File: src/hdl/ctt_pkg.sv
// Shared types, constants and helper functions of the calendar clock tick unit.
package ctt_pkg;

  localparam int unsigned IN_W   = 40;
  localparam int unsigned OUT_W  = 88;
  localparam int unsigned ADDR_W = 3;
  localparam int unsigned DATA_W = 32;

  localparam logic CMD_TICK = 1'b0;
  localparam logic CMD_SET  = 1'b1;

  localparam logic REG_RATE_SELECT = 1'b0;
  localparam logic [2:0] RATE_RESET = 3'd2;

  localparam logic [29:0] NS_PER_SECOND = 30'd1000000000;
  localparam logic [22:0] NS_PER_MS     = 23'd1000000;

  localparam logic [21:0] STEP_256    = 22'd3906250;
  localparam logic [21:0] STEP_512    = 22'd1953125;
  localparam logic [21:0] STEP_1024_A = 22'd976562;
  localparam logic [21:0] STEP_1024_B = 22'd976563;
  localparam logic [21:0] STEP_2048   = 22'd488281;
  localparam logic [21:0] STEP_4096_A = 22'd244140;
  localparam logic [21:0] STEP_4096_B = 22'd244141;
  localparam logic [21:0] STEP_8192   = 22'd122070;

  // 2^64 ns expressed as whole milliseconds plus a nanosecond remainder.
  localparam logic [44:0] MS_AT_WRAP   = 45'd18446744073709;
  localparam logic [19:0] REM_AT_WRAP  = 20'd551616;
  localparam logic [19:0] REM_WRAP_ADD = 20'd448384;

  localparam logic [12:0] CENTURY_RECIP = 13'd5243;
  localparam int unsigned CENTURY_SHIFT = 19;

  localparam logic [5:0]  SECOND_LAST = 6'd59;
  localparam logic [5:0]  MINUTE_LAST = 6'd59;
  localparam logic [4:0]  HOUR_LAST   = 5'd23;
  localparam logic [3:0]  MONTH_LAST  = 4'd12;
  localparam logic [13:0] YEAR_LAST   = 14'd9999;
  localparam logic [6:0]  YY_LAST     = 7'd99;

  typedef struct packed {
    logic        cmd;
    logic [13:0] set_year;
    logic [3:0]  set_month;
    logic [4:0]  set_day;
    logic [4:0]  set_hour;
    logic [5:0]  set_minute;
    logic [5:0]  set_second;
  } item_t;

  typedef struct packed {
    logic [5:0]  second;
    logic [5:0]  minute;
    logic [4:0]  hour;
    logic [4:0]  day;
    logic [3:0]  month;
    logic [13:0] year;
    logic [6:0]  yy;
    logic [1:0]  cc;
    logic [44:0] elapsed_ms;
  } cal_t;

  function automatic logic [21:0] step_ns(input logic [2:0] rate, input logic phase);
    case (rate)
      3'd0:    return STEP_256;
      3'd1:    return STEP_512;
      3'd2:    return phase ? STEP_1024_B : STEP_1024_A;
      3'd3:    return STEP_2048;
      3'd4:    return phase ? STEP_4096_B : STEP_4096_A;
      default: return STEP_8192;
    endcase
  endfunction

  function automatic logic [3:0] month_slot(input logic [3:0] m);
    return (m >= 4'd1 && m <= 4'd12) ? 4'(m - 4'd1) : 4'd0;
  endfunction

  function automatic logic is_leap(input logic [6:0] yy, input logic [1:0] cc);
    return ((yy[1:0] == 2'd0) && (yy != 7'd0)) || ((yy == 7'd0) && (cc == 2'd0));
  endfunction

  function automatic logic [4:0] month_len(input logic [3:0] slot, input logic leap);
    case (slot)
      4'd1:                     return leap ? 5'd29 : 5'd28;
      4'd3, 4'd5, 4'd8, 4'd10:  return 5'd30;
      default:                  return 5'd31;
    endcase
  endfunction

  function automatic logic [2:0] month_code(input logic [3:0] slot);
    case (slot)
      4'd1, 4'd2, 4'd10: return 3'd3;
      4'd3, 4'd6:        return 3'd6;
      4'd4:              return 3'd1;
      4'd5:              return 3'd4;
      4'd7:              return 3'd2;
      4'd8, 4'd11:       return 3'd5;
      default:           return 3'd0;
    endcase
  endfunction

  // Octal digits sum to the same residue, since 8 is one more than 7.
  function automatic logic [2:0] mod7(input logic [7:0] x);
    logic [4:0] s1;
    logic [3:0] s2;
    s1 = 5'(x[2:0]) + 5'(x[5:3]) + 5'(x[7:6]);
    s2 = 4'(s1[2:0]) + 4'(s1[4:3]);
    return (s2 >= 4'd7) ? 3'(s2 - 4'd7) : s2[2:0];
  endfunction

endpackage

File: src/hdl/ctt_regs.sv
// Configuration register block with its APB-style access port.
module ctt_regs (
  input  logic                        clk,
  input  logic                        rst,
  input  logic                        psel,
  input  logic                        penable,
  input  logic                        pwrite,
  input  logic [ctt_pkg::ADDR_W-1:0]  paddr,
  input  logic [ctt_pkg::DATA_W-1:0]  pwdata,
  output logic [ctt_pkg::DATA_W-1:0]  prdata,
  output logic                        pready,
  output logic [2:0]                  rate_select
);

  logic wr_en;

  assign pready = 1'b1;
  assign wr_en  = psel && penable && pwrite && pready;

  always_ff @(posedge clk) begin
    if (rst) begin
      rate_select <= ctt_pkg::RATE_RESET;
    end else if (wr_en && (paddr[2] == ctt_pkg::REG_RATE_SELECT)) begin
      rate_select <= pwdata[2:0];
    end
  end

  always_comb begin
    if (paddr[2] == ctt_pkg::REG_RATE_SELECT) begin
      prdata = {29'd0, rate_select};
    end else begin
      prdata = '0;
    end
  end

endmodule

File: src/hdl/ctt_split.sv
// Input register and the stage that splits the year to load into centuries.
module ctt_split (
  input  logic           clk,
  input  logic           rst,
  input  logic           in_valid,
  output logic           in_ready,
  input  ctt_pkg::item_t in_item,
  output logic           out_valid,
  input  logic           out_ready,
  output ctt_pkg::item_t out_item,
  output logic [7:0]     out_century
);

  logic           a_valid;
  ctt_pkg::item_t a_item;
  logic           b_take;
  logic [26:0]    product;

  assign b_take   = !out_valid || out_ready;
  assign in_ready = !a_valid || b_take;
  assign product  = 27'(a_item.set_year) * 27'(ctt_pkg::CENTURY_RECIP);

  always_ff @(posedge clk) begin
    if (rst) begin
      a_valid   <= 1'b0;
      out_valid <= 1'b0;
    end else begin
      if (in_ready) begin
        a_valid <= in_valid;
      end
      if (b_take) begin
        out_valid <= a_valid;
      end
    end
    if (in_valid && in_ready) begin
      a_item <= in_item;
    end
    if (a_valid && b_take) begin
      out_item    <= a_item;
      out_century <= product[ctt_pkg::CENTURY_SHIFT +: 8];
    end
  end

endmodule

File: src/hdl/ctt_calendar.sv
// Time-keeping state: sub-second accumulator, elapsed count and calendar.
module ctt_calendar (
  input  logic           clk,
  input  logic           rst,
  input  logic [2:0]     rate_select,
  input  logic           in_valid,
  output logic           in_ready,
  input  ctt_pkg::item_t in_item,
  input  logic [7:0]     in_century,
  output logic           out_valid,
  input  logic           out_ready,
  output ctt_pkg::cal_t  out_cal
);

  localparam logic [22:0] MS_X2 = 23'(2 * 1000000);
  localparam logic [22:0] MS_X3 = 23'(3 * 1000000);
  localparam logic [22:0] MS_X4 = 23'(4 * 1000000);

  logic        step_phase;
  logic [29:0] subsecond;
  logic [19:0] ms_rem;
  logic [44:0] elapsed_ms;
  logic [5:0]  cur_second;
  logic [5:0]  cur_minute;
  logic [4:0]  cur_hour;
  logic [4:0]  cur_day;
  logic [3:0]  cur_month;
  logic [13:0] cur_year;
  logic [6:0]  cur_yy;
  logic [1:0]  cur_cc;

  logic        step_phase_next;
  logic [29:0] subsecond_next;
  logic [19:0] ms_rem_next;
  logic [44:0] elapsed_ms_next;
  logic [5:0]  cur_second_next;
  logic [5:0]  cur_minute_next;
  logic [4:0]  cur_hour_next;
  logic [4:0]  cur_day_next;
  logic [3:0]  cur_month_next;
  logic [13:0] cur_year_next;
  logic [6:0]  cur_yy_next;
  logic [1:0]  cur_cc_next;

  logic        accept;
  logic [2:0]  rate_eff;
  logic [21:0] delta;
  logic [29:0] sub_sum;
  logic        sec_carry;
  logic        roll_min;
  logic        roll_hour;
  logic        roll_day;
  logic        roll_month;
  logic        roll_year;
  logic [4:0]  days_in_month;
  logic [22:0] rem_sum;
  logic [2:0]  ms_inc;
  logic [22:0] ms_sub;
  logic [19:0] rem_new;
  logic [44:0] ms_sum;
  logic        ns_wrap;
  logic [13:0] hundreds;

  assign in_ready = !out_valid || out_ready;
  assign accept   = in_valid && in_ready;
  assign rate_eff = (rate_select > 3'd5) ? 3'd5 : rate_select;
  assign delta    = ctt_pkg::step_ns(rate_eff, step_phase);

  always_comb begin
    sub_sum       = subsecond + 30'(delta);
    sec_carry     = sub_sum >= ctt_pkg::NS_PER_SECOND;
    days_in_month = ctt_pkg::month_len(ctt_pkg::month_slot(cur_month),
                                       ctt_pkg::is_leap(cur_yy, cur_cc));
    roll_min   = sec_carry && (cur_second >= ctt_pkg::SECOND_LAST);
    roll_hour  = roll_min && (cur_minute >= ctt_pkg::MINUTE_LAST);
    roll_day   = roll_hour && (cur_hour >= ctt_pkg::HOUR_LAST);
    roll_month = roll_day && !(cur_day < days_in_month);
    roll_year  = roll_month && (cur_month >= ctt_pkg::MONTH_LAST);

    rem_sum = 23'(ms_rem) + 23'(delta);
    if (rem_sum >= MS_X4) begin
      ms_inc = 3'd4;
      ms_sub = MS_X4;
    end else if (rem_sum >= MS_X3) begin
      ms_inc = 3'd3;
      ms_sub = MS_X3;
    end else if (rem_sum >= MS_X2) begin
      ms_inc = 3'd2;
      ms_sub = MS_X2;
    end else if (rem_sum >= ctt_pkg::NS_PER_MS) begin
      ms_inc = 3'd1;
      ms_sub = ctt_pkg::NS_PER_MS;
    end else begin
      ms_inc = 3'd0;
      ms_sub = 23'd0;
    end
    rem_new = 20'(rem_sum - ms_sub);
    ms_sum  = elapsed_ms + 45'(ms_inc);
    ns_wrap = (ms_sum > ctt_pkg::MS_AT_WRAP) ||
              ((ms_sum == ctt_pkg::MS_AT_WRAP) && (rem_new >= ctt_pkg::REM_AT_WRAP));

    hundreds = 14'({in_century, 6'd0}) + 14'({in_century, 5'd0}) +
               14'({in_century, 2'd0});

    step_phase_next = step_phase;
    subsecond_next  = subsecond;
    ms_rem_next     = ms_rem;
    elapsed_ms_next = elapsed_ms;
    cur_second_next = cur_second;
    cur_minute_next = cur_minute;
    cur_hour_next   = cur_hour;
    cur_day_next    = cur_day;
    cur_month_next  = cur_month;
    cur_year_next   = cur_year;
    cur_yy_next     = cur_yy;
    cur_cc_next     = cur_cc;

    if (in_item.cmd == ctt_pkg::CMD_SET) begin
      cur_second_next = in_item.set_second;
      cur_minute_next = in_item.set_minute;
      cur_hour_next   = in_item.set_hour;
      cur_day_next    = in_item.set_day;
      cur_month_next  = in_item.set_month;
      cur_year_next   = in_item.set_year;
      cur_yy_next     = 7'(in_item.set_year - hundreds);
      cur_cc_next     = in_century[1:0];
      subsecond_next  = 30'd0;
    end else begin
      step_phase_next = !step_phase;
      subsecond_next  = sec_carry ? 30'(sub_sum - ctt_pkg::NS_PER_SECOND) : sub_sum;
      if (!ns_wrap) begin
        ms_rem_next     = rem_new;
        elapsed_ms_next = ms_sum;
      end else if (rem_new >= ctt_pkg::REM_AT_WRAP) begin
        ms_rem_next     = 20'(rem_new - ctt_pkg::REM_AT_WRAP);
        elapsed_ms_next = ms_sum - ctt_pkg::MS_AT_WRAP;
      end else begin
        ms_rem_next     = 20'(rem_new + ctt_pkg::REM_WRAP_ADD);
        elapsed_ms_next = ms_sum - ctt_pkg::MS_AT_WRAP - 45'd1;
      end
      if (sec_carry) begin
        cur_second_next = roll_min ? 6'd0 : 6'(cur_second + 6'd1);
      end
      if (roll_min) begin
        cur_minute_next = roll_hour ? 6'd0 : 6'(cur_minute + 6'd1);
      end
      if (roll_hour) begin
        cur_hour_next = roll_day ? 5'd0 : 5'(cur_hour + 5'd1);
      end
      if (roll_day) begin
        cur_day_next = roll_month ? 5'd1 : 5'(cur_day + 5'd1);
      end
      if (roll_month) begin
        cur_month_next = roll_year ? 4'd1 : 4'(cur_month + 4'd1);
      end
      if (roll_year) begin
        if (cur_year >= ctt_pkg::YEAR_LAST) begin
          cur_year_next = 14'd0;
          cur_yy_next   = 7'd0;
          cur_cc_next   = 2'd0;
        end else begin
          cur_year_next = 14'(cur_year + 14'd1);
          if (cur_yy >= ctt_pkg::YY_LAST) begin
            cur_yy_next = 7'd0;
            cur_cc_next = 2'(cur_cc + 2'd1);
          end else begin
            cur_yy_next = 7'(cur_yy + 7'd1);
          end
        end
      end
    end
  end

  always_ff @(posedge clk) begin
    if (rst) begin
      out_valid  <= 1'b0;
      step_phase <= 1'b0;
      subsecond  <= 30'd0;
      ms_rem     <= 20'd0;
      elapsed_ms <= 45'd0;
      cur_second <= 6'd0;
      cur_minute <= 6'd0;
      cur_hour   <= 5'd0;
      cur_day    <= 5'd1;
      cur_month  <= 4'd1;
      cur_year   <= 14'd2000;
      cur_yy     <= 7'd0;
      cur_cc     <= 2'd0;
    end else begin
      if (in_ready) begin
        out_valid <= in_valid;
      end
      if (accept) begin
        step_phase <= step_phase_next;
        subsecond  <= subsecond_next;
        ms_rem     <= ms_rem_next;
        elapsed_ms <= elapsed_ms_next;
        cur_second <= cur_second_next;
        cur_minute <= cur_minute_next;
        cur_hour   <= cur_hour_next;
        cur_day    <= cur_day_next;
        cur_month  <= cur_month_next;
        cur_year   <= cur_year_next;
        cur_yy     <= cur_yy_next;
        cur_cc     <= cur_cc_next;
      end
    end
    if (accept) begin
      out_cal.second     <= cur_second_next;
      out_cal.minute     <= cur_minute_next;
      out_cal.hour       <= cur_hour_next;
      out_cal.day        <= cur_day_next;
      out_cal.month      <= cur_month_next;
      out_cal.year       <= cur_year_next;
      out_cal.yy         <= cur_yy_next;
      out_cal.cc         <= cur_cc_next;
      out_cal.elapsed_ms <= elapsed_ms_next;
    end
  end

endmodule

File: src/hdl/ctt_result.sv
// Day-of-week calculation and the result output register.
module ctt_result (
  input  logic                       clk,
  input  logic                       rst,
  input  logic                       in_valid,
  output logic                       in_ready,
  input  ctt_pkg::cal_t              in_cal,
  output logic                       out_valid,
  input  logic                       out_ready,
  output logic [ctt_pkg::OUT_W-1:0]  out_data
);

  logic [3:0] slot;
  logic       leap;
  logic [4:0] dow_sum;
  logic [2:0] dow;

  assign in_ready = !out_valid || out_ready;

  always_comb begin
    slot    = ctt_pkg::month_slot(in_cal.month);
    leap    = ctt_pkg::is_leap(in_cal.yy, in_cal.cc);
    dow_sum = 5'(ctt_pkg::mod7(8'(in_cal.day))) +
              5'(ctt_pkg::month_code(slot)) +
              5'(ctt_pkg::mod7(8'(in_cal.yy) + 8'(in_cal.yy[6:2]))) +
              5'({~in_cal.cc, 1'b0}) +
              (((slot < 4'd2) && leap) ? 5'd6 : 5'd0);
    dow     = ctt_pkg::mod7(8'(dow_sum));
  end

  always_ff @(posedge clk) begin
    if (rst) begin
      out_valid <= 1'b0;
    end else if (in_ready) begin
      out_valid <= in_valid;
    end
    if (in_valid && in_ready) begin
      out_data <= {in_cal.elapsed_ms, dow, in_cal.year, in_cal.month, in_cal.day,
                   in_cal.hour, in_cal.minute, in_cal.second};
    end
  end

endmodule

File: src/hdl/calendar_clock_tick_unit.sv
// Top level of the calendar clock tick unit.
// Each input transaction is either one periodic tick or a set-time command,
// and each produces exactly one result transaction carrying the calendar,
// the day of week and the elapsed milliseconds after that item. The unit
// takes one transaction per clock cycle for as long as results are taken,
// and a result passes in order through an input register, the register
// holding the year split into centuries (one constant multiplication),
// the time-keeping state update and the output register. Back-pressure on
// the result side stalls the stages in order; each stage holds one item.
// The tick rate register should only be written while no transaction is
// in flight.
module calendar_clock_tick_unit (
  input  logic                        clk,
  input  logic                        rst,
  input  logic                        psel,
  input  logic                        penable,
  input  logic                        pwrite,
  input  logic [ctt_pkg::ADDR_W-1:0]  paddr,
  input  logic [ctt_pkg::DATA_W-1:0]  pwdata,
  output logic [ctt_pkg::DATA_W-1:0]  prdata,
  output logic                        pready,
  input  logic                        s_tvalid,
  output logic                        s_tready,
  // set_second, set_minute, set_hour, set_day, set_month, set_year
  input  logic [ctt_pkg::IN_W-1:0]    s_tdata,
  // cmd
  input  logic                        s_tuser,
  output logic                        m_tvalid,
  input  logic                        m_tready,
  // second, minute, hour, day, month, year, day_of_week, elapsed_ms
  output logic [ctt_pkg::OUT_W-1:0]   m_tdata
);

  logic [2:0]     rate_select;
  ctt_pkg::item_t in_item;
  logic           split_valid;
  logic           split_ready;
  ctt_pkg::item_t split_item;
  logic [7:0]     split_century;
  logic           cal_valid;
  logic           cal_ready;
  ctt_pkg::cal_t  cal;

  always_comb begin
    in_item.cmd        = s_tuser;
    in_item.set_second = s_tdata[5:0];
    in_item.set_minute = s_tdata[11:6];
    in_item.set_hour   = s_tdata[16:12];
    in_item.set_day    = s_tdata[21:17];
    in_item.set_month  = s_tdata[25:22];
    in_item.set_year   = s_tdata[39:26];
  end

  ctt_regs u_regs (
    .clk         (clk),
    .rst         (rst),
    .psel        (psel),
    .penable     (penable),
    .pwrite      (pwrite),
    .paddr       (paddr),
    .pwdata      (pwdata),
    .prdata      (prdata),
    .pready      (pready),
    .rate_select (rate_select)
  );

  ctt_split u_split (
    .clk         (clk),
    .rst         (rst),
    .in_valid    (s_tvalid),
    .in_ready    (s_tready),
    .in_item     (in_item),
    .out_valid   (split_valid),
    .out_ready   (split_ready),
    .out_item    (split_item),
    .out_century (split_century)
  );

  ctt_calendar u_calendar (
    .clk         (clk),
    .rst         (rst),
    .rate_select (rate_select),
    .in_valid    (split_valid),
    .in_ready    (split_ready),
    .in_item     (split_item),
    .in_century  (split_century),
    .out_valid   (cal_valid),
    .out_ready   (cal_ready),
    .out_cal     (cal)
  );

  ctt_result u_result (
    .clk       (clk),
    .rst       (rst),
    .in_valid  (cal_valid),
    .in_ready  (cal_ready),
    .in_cal    (cal),
    .out_valid (m_tvalid),
    .out_ready (m_tready),
    .out_data  (m_tdata)
  );

`ifndef SYNTHESIS
  a_dow_range: assert property (@(posedge clk) disable iff (rst)
    m_tvalid |-> (m_tdata[42:40] != 3'd7))
    else $error("Day of week out of range.");

  a_yy_range: assert property (@(posedge clk) disable iff (rst)
    cal_valid |-> (cal.yy < 7'd100))
    else $error("Year within century out of range.");

  a_year_zero: assert property (@(posedge clk) disable iff (rst)
    (cal_valid && (cal.year == 14'd0)) |-> ((cal.yy == 7'd0) && (cal.cc == 2'd0)))
    else $error("Century split disagrees with year zero.");

  a_flow: assert property (@(posedge clk) disable iff (rst)
    m_tready |-> s_tready)
    else $error("Input stalled although the result side is taking transactions.");
`endif

endmodule
File: config.mk
export PLATFORM = sky130hd
export DESIGN_NAME = calendar_clock_tick_unit
export DESIGN_NICKNAME = d
export VERILOG_FILES = /design/src/hdl/ctt_pkg.sv /design/src/hdl/ctt_regs.sv /design/src/hdl/ctt_split.sv /design/src/hdl/ctt_calendar.sv /design/src/hdl/ctt_result.sv /design/src/hdl/calendar_clock_tick_unit.sv
export SDC_FILE = /design/constraint.sdc
export NUM_CORES = 1
export LEC_CHECK = 0
export ABC_CLOCK_PERIOD_IN_PS = 8850
export BUFFER_PORTS_ARGS = -buffer_cell sky130_fd_sc_hd__buf_4
export CORE_UTILIZATION = 30
export CTS_CLUSTER_DIAMETER = 40
export CTS_CLUSTER_SIZE = 14
export DETAILED_ROUTE_END_ITERATION = 10
export PLACE_DENSITY = 0.43
export SYNTH_ARGS = -nofsm -noshare
export SYNTH_HDL_FRONTEND = slang
export SYNTH_SLANG_ARGS = --single-unit
File: constraint.sdc
create_clock -name clk -period 8.85 [get_ports clk]
set_input_delay 0.4425 -clock clk [delete_from_list [all_inputs] [get_ports clk]]
set_output_delay 0.4425 -clock clk [all_outputs]
set_load 0.01 [all_outputs]
# Yosys cells after proc, flatten, opt, wreduce, memory -nomap -nowiden
# Memory sizes are Yosys's and may differ from the RTL's.
# Cells that the tools add are included.
# W data, S select, Z words.
[totals]
register_bits = 421
mem_bits_ro = 48
input_bits = 83
output_inout_bits = 123
wordCells = 215
n_memories = 1
[mem_list]
columns = ["name", "depth", "word_bits", "rd", "rd_ports_with_merged_regs", "wr", "line_no", "text"]
rows = [
  ["(name not given)", 16, 3, 1, 0, 0, "ctt_pkg.sv:92", "case (slot)"],
]
[classes]
add_sub_neg = 37
n_mul = 1
order_cmp = 23
n_eq_ne = 10
n_mux = 54
bitwise = 3
reduce_logical = 44
[op_table]
columns = ["op", "n"]
rows = [
  ["$mux W45", 3],
  ["$mux W20", 6],
  ["$pmux W22 S5", 1],
  ["$mux W30", 2],
  ["$ge A23 B22 Y1 const B", 2],
  ["$add A45 B3 Y45", 1],
  ["$eq A45 B45 Y1 const B", 1],
  ["$gt A45 B45 Y1 const B", 1],
  ["$sub A45 B1 Y45 const B", 1],
  ["$sub A45 B45 Y45 const B", 1],
  ["$mux W14", 3],
  ["$mux W6", 6],
  ["$add A30 B22 Y30", 1],
  ["$ge A30 B30 Y1 const B", 1],
  ["$mux W5", 6],
  ["$sub A30 B30 Y30 const B", 1],
  ["$mux W7", 4],
  ["$mux W3", 9],
  ["$mul A14 B13 Y24 const B", 1],
  ["$add A20 B22 Y23", 1],
  ["$ge A23 B20 Y1 const B", 1],
  ["$ge A23 B21 Y1 const B", 1],
  ["$add A20 B19 Y20 const B", 1],
  ["$ge A20 B20 Y1 const B", 1],
  ["52 further kinds", 116],
]

# Depth between registers and ports, before layout
[depth]
word_depth = 16
mapped_depth = 43
mapped_depth_nobuf = 39

# Hierarchy
# Synthesis repeated with hierarchy kept, for this count alone.
[unflattened]
hier_cells = 3428
hier_area_um2 = 31625.3
[modules_own_cells]
columns = ["mod", "instances", "cells_each", "area_each_um2", "seq_area_each_um2"]
rows = [
  ["ctt_calendar", 1, 2704, 21116.5, 5745.5],
  ["ctt_split", 1, 433, 6118.4, 2742.6],
  ["ctt_result", 1, 242, 3987.6, 2662.6],
  ["ctt_regs", 1, 49, 402.9, 60.1],
]

# Least setup slack after synthesis
# OpenSTA, ideal clock, no wires.
[synth_path]
kind = "register -> register"
from = "register u_regs.rate_select[2]"
to = "register u_calendar.out_cal[34] in the netlist's numbering, data pin"
setup_ps = 267
t_arrival_ps = 8455
required_time_ps = 8583
slack_ps = 127
path_stages_with_launch = 37
n_path_buf = 4
synth_period_minus_slack_ps = 8723
path_cell_list = "dfxtp_1 -> buf_6 -> or3b_1 -> clkbuf_1 -> nand2_1 -> inv_1 -> fa_1 -> a21oi_1 -> o221ai_1 -> a211o_1 -> a31o_1 -> nor3b_2 -> o22ai_4 -> or2_1 -> o311ai_2 -> o21ai_0 -> a21o_1 -> nand2_1 -> inv_1 -> ha_1 -> fa_1 -> xnor2_1 -> inv_1 -> ha_1 -> a21oi_1 -> o311ai_1 -> buf_2 -> nor2_1 -> o32a_1 -> mux4_2 -> a21oi_1 -> nand3_1 -> clkbuf_1 -> a2111o_1 -> or4_4 -> a21oi_1 -> o31ai_1"
[synth_via]
elab_chain_cells = 16
word_cells_on_any_way = 33
cone_classes = "5 x add/sub; 7 x order compare; 5 x eq/ne; 13 x mux; 3 x reduce/logical"
[synth_rtl]
columns = ["item", "line_no", "text"]
rows = [
  ["start: declaration", "ctt_regs.sv:12", "output logic [2:0] rate_select"],
  ["start signal: assignment", "ctt_regs.sv:22", "rate_select <= ctt_pkg::RATE_RESET;"],
  ["start signal: assignment", "ctt_regs.sv:24", "rate_select <= pwdata[2:0];"],
  ["$gt A3 B3 Y1", "ctt_calendar.sv:66", "assign rate_eff = (rate_select > 3'd5) ? 3'd5 : rate_select;"],
  ["$mux W3 *", "ctt_calendar.sv:66", ""],
  ["$eq A3 B3 Y1, or another cell as far along", "ctt_pkg.sv:65", "case (rate)"],
  ["$pmux W22 S5 *", "ctt_pkg.sv:65", ""],
  ["$add A20 B22 Y23 *", "ctt_calendar.sv:80", "rem_sum = 23'(ms_rem) + 23'(delta);"],
  ["$ge A23 B20 Y1", "ctt_calendar.sv:90", "end else if (rem_sum >= ctt_pkg::NS_PER_MS) begin"],
  ["$mux W1 or $mux W20 (tied branches)", "ctt_calendar.sv:90", ""],
  ["$mux W3 or $mux W20 (tied branches)", "ctt_calendar.sv:87", "end else if (rem_sum >= MS_X2) begin"],
  ["$mux W3 or $mux W20 (tied branches)", "ctt_calendar.sv:84", "end else if (rem_sum >= MS_X3) begin"],
  ["$mux W3 or $mux W20 (tied branches)", "ctt_calendar.sv:81", "if (rem_sum >= MS_X4) begin"],
  ["$add A45 B3 Y45 or $sub A20 B20 Y20 (tied branches)", "ctt_calendar.sv:98, ctt_calendar.sv:97", ""],
  ["$sub A45 B45 Y45, or another cell as far along", "ctt_calendar.sv:136, ctt_calendar.sv:139", ""],
  ["$sub A45 B1 Y45 or $logic_and A1 B1 Y1 (tied branches)", "ctt_calendar.sv:139, ctt_calendar.sv:100", ""],
  ["$mux W45 or $logic_or A1 B1 Y1 (tied branches)", "ctt_calendar.sv:134, ctt_calendar.sv:99", ""],
  ["$mux W45 *", "ctt_calendar.sv:131", "if (!ns_wrap) begin"],
  ["$mux W45 *", "ctt_calendar.sv:118", "if (in_item.cmd == ctt_pkg::CMD_SET) begin"],
  ["named net u_calendar.elapsed_ms_next[34]", "ctt_calendar.sv:35", "logic [44:0] elapsed_ms_next;"],
  ["end: declaration", "ctt_calendar.sv:12", "output ctt_pkg::cal_t out_cal"],
]
# The timed path passes the listed nets; every way through them passes the cells marked *.
# A chain may end at the register's enable or synchronous reset.

# Worst setup path after layout
[layout_path]
from = "register u_regs.rate_select[2]"
to = "register u_calendar.out_cal[36] in the netlist's numbering, data pin"
# The elaborated chain is that of the path after synthesis.

==> PnR_summary.wiki <==
{| class="wikitable"
! Metric !! Value
|-
| Status || completed
|-
| Synth cell types || 123
|-
| DRT antenna net count || 0
|-
| Net total in the final layout || between 4000 and 5000
|-
| Clk Latency, worst-skew pair || slightly below 700 ps
|-
| Final setup skew || ~40 ps
|-
| Count of final hold-check violations || 0
|-
| Row cnt || between 100 and 150
|-
| Inserted Diodes || 0
|-
| Critical Path Max Stage Delay || roughly 400 ps
|-
| Detailed-router iteration count before antenna repair || 5
|-
| Category of the critical setup timing path || register to register
|-
| Leakage power figure || approximately 16 nW
|-
| Critical path capture point type || register
|-
| CP Launch Type || register
|-
| Overall routed net length || approximately 100000 um
|-
| DPL Wire Length || ~74000 um
|-
| Vias per Instance || 5.06
|-
| Fraction of final layout cells sized beyond drive strength 1 || 0.223
|-
| Ys flop type || edfxtp_1
|-
| Total power || roughly 0.010 W
|-
| EDFF count, synth || about 270
|-
| Floorplan Core Area || 0.103 sq mm
|-
| Clock Sinks || roughly 420
|-
| HP Class || primary input to register
|-
| Most frequent cell on the critical path || buf_4
|-
| Sequential share of the synthesized area || 0.356
|-
| Starting utilization of the core area || 0.302
|-
| Fin util || 0.391
|-
| Max rail drop VDD || between 0.5 and 0.6 mV
|-
| Req. time, crit path || between 9000 and 10000 ps
|-
| Most common cell after layout, fill and taps aside || buf_4
|-
| TritonCTS Buffers || 86
|-
| Global-route wire length before repair || 157000 um
|-
| Total via count in the routed design || between 20000 and 30000
|-
| Period utilization || 0.956
|-
| Global placement routability congestion || about 0.88
|-
| Register clock-pin slew on the reported worst setup and hold paths || around 50 ps
|-
| Gr ovfl total || 0
|-
| Worst slew margin relative to its limit || 0.349
|-
| H-Tree Depth || 3
|-
| Mapped Cells || approximately 3400
|-
| Synth-to-Final Area Change || 29.2%
|-
| Die height || between 300 and 400 um
|-
| Minimum clock period || 8460 ps
|-
| I/O Pins || between 200 and 250
|-
| Root buffer selected by CTS || clkbuf_16
|-
| Highest-count cells in the layout ignoring fill and taps || 534 x buf_4, 305 x nand2_1, 269 x edfxtp_1
|-
| Number of violations reported at the end of detailed-routing iteration 0 || 1612
|-
| Post-synthesis sequential element count || 421
|-
| Maximum operating frequency || 118 MHz
|-
| Master of the slowest instance on the critical path || or3b_4
|-
| Total setup violations reported at the end of the flow || 0
|-
| Total of buffers placed on input and output ports || between 100 and 150
|-
| Global router's overall resource usage || 0.189
|-
| Pin count of the biggest net entering global routing || around 110
|-
| Per-cell routed wire length || ~19 um
|-
| CTS tree || done
|-
| Final Hold Slack || 44.7 ps
|-
| Number of antenna violations at the first check in global routing || 4
|-
| Slew @ Worst Pin || between 900 and 1000 ps
|-
| Overall die area || about 0.11 sq mm
|-
| Endpoint arrival time on the critical path || 8830 ps
|-
| Share of async-settable or async-resettable flops after synthesis || 0
|-
| Total of warnings raised by yosys || 0
|-
| Max Slew Vio Count || 0
|-
| Maximum number of buffers from clock root to sink || 3
|-
| Count of unresolved DRC violations after routing || 0
|-
| Syn Std Cell Area || 0.0313 sq mm
|-
| Pwr Density || approximately 250 mW/mm^2
|-
| Max FO, Critical Path || 6
|-
| Number of global-route vias before repair || approximately 27000
|-
| Die Width || 325 um
|-
| Average instance area after synthesis || 9.08 sq um
|-
| # Max-Cap Violations || 0
|}
[power by group]
part           switching [W]  internal [W]  leakage, nW
Clock                0.00128       0.00201         1.43
Sequential         0.0000745       0.00232         3.70
Combinational        0.00258       0.00188         10.7
Total                0.00393       0.00620         15.9
[layer usage]
layer	part of all wire	routed length [um]	up-vias	GRT usage
li1	-	-	13600	-
met1	0.47	47700	13100	0.257
met2	0.47	47100	525	0.312
met3	0.038	3830	119	0.0255
met4	0.020	2050	0	0.0509
met5	0	0	-	0
[kinds of logic after synthesis]
| logic type | count (synthesis) | synth area share |
|---|---|---|
| xor gates and xnor gates | 208 | 0.0597 |
| and+or+nand+nor | 1143 | 0.181 |
| AOI/OAI and AO/OA | 915 | 0.201 |
| buffers and inverters | 429 | 0.0569 |
| other | 2 | 0.000240 |
| muxes | 45 | 0.0153 |
| DFF | 421 | 0.356 |
| adders and majority gates | 280 | 0.131 |
[synthesized netlist by cell type (12+ instances only)]
library cell	n	area (sq um)
a211o_1	16	140
a211oi_1	43	323
a21o_1	46	345
a21oi_1	196	981
a221oi_1	15	131
a22oi_1	17	128
a31o_2	16	140
a31oi_1	45	282
and2_1	24	150
and3_1	37	231
buf_1	17	63.8
buf_2	26	130
buf_4	32	240
clkbuf_1	121	454
dfxtp_1	152	3040
edfxtp_1	269	8080
fa_1	78	1560
ha_1	199	2490
inv_1	225	845
mux2_2	13	146
mux2i_1	31	310
nand2_1	309	1160
nand2b_1	33	206
nand3_1	126	631
nand4_1	58	363
nor2_1	262	983
nor2b_1	34	213
nor3_1	102	510
nor4_1	25	156
o211ai_1	38	285
o21a_1	21	158
o21ai_0	211	1060
o21bai_1	12	90.1
o22ai_1	22	138
o31ai_1	26	195
or3_1	27	169
xnor2_1	144	1260
xor2_1	59	517
[worst max-delay path: cells and delay by family (launching register included)]
family | cells | cell delay [ps]
AO/OA/AOI/OAI | 16 | 3040
XOR/XNOR | 2 | 410
adder cells (fa/ha/maj) | 2 | 600
buffers and inverters | 13 | 1990
flip-flops | 1 | 360
AND/OR/NAND/NOR | 9 | 1760
[sequential cells by signal, summed over array words and instances (netlist names), 6 cells and up]
name	cells
u_calendar.cur_minute	6
u_calendar.ms_rem	20
u_calendar.cur_yy	7
u_calendar.out_cal	94
u_split.a_item	41
u_calendar.elapsed_ms	45
u_calendar.cur_second	6
u_split.out_item	41
u_result.out_data	88
u_calendar.cur_year	14
u_calendar.subsecond	30
[repair_timing]
item | 4_1_cts | 5_1_grt
endpoints found under the setup margin | 82 | 102
hold buffers | 41 | 0
endpoints found under the hold margin | 41 | 0
gates resized for setup | 20 | 94
pin swaps | 6 | 42
cloned | 0 | 0
buffers inserted | 6 | 17
[area by class of cell]
cell class / count / area (sq um)
inverters: 231 / 872
flip-flops and latches: 421 / 11100
clock buffers: 93 / 2180
clock inverters: 68 / 801
repair buffers: 588 / 4640
fillers: 10500 / 63000
multi-input cells: 2621 / 19100
well taps: 1380 / 1730
[metrics by stage]
step | worst slack [ps] | cell area [sq um] | std cells | setup TNS, ps
CTS | -21.9 | 39800 | 5385 | -21.9
global placement | -221 | 36300 | 5177 | -2350
floorplan | 127 | 31400 | 3471 | 0
finish | 393 | 40400 | 5402 | 0
detailed placement | -280 | 36300 | 5177 | -5980
global route | -50.0 | 40400 | 5402 | -412
[worst paths after layout]
check / from / endpoint / slack, ps / cells after the start
worst min register to register: u_calendar.out_cal[58]$_DFFE_PP_ / u_result.out_data[30]$_DFFE_PP_ / 410 / 0
worst max-delay path: u_regs.rate_select[2]$_SDFFE_PP0P_ / u_calendar.out_cal[36]$_DFFE_PP_ / 390 / 42
worst min-delay path: pwdata[1] / u_regs.rate_select[1]$_SDFFE_PP1P_ / 40 / 3
worst max register to register: u_regs.rate_select[2]$_SDFFE_PP0P_ / u_calendar.out_cal[36]$_DFFE_PP_ / 390 / 42
No activity file was read; power rests on OpenSTA's default activity.
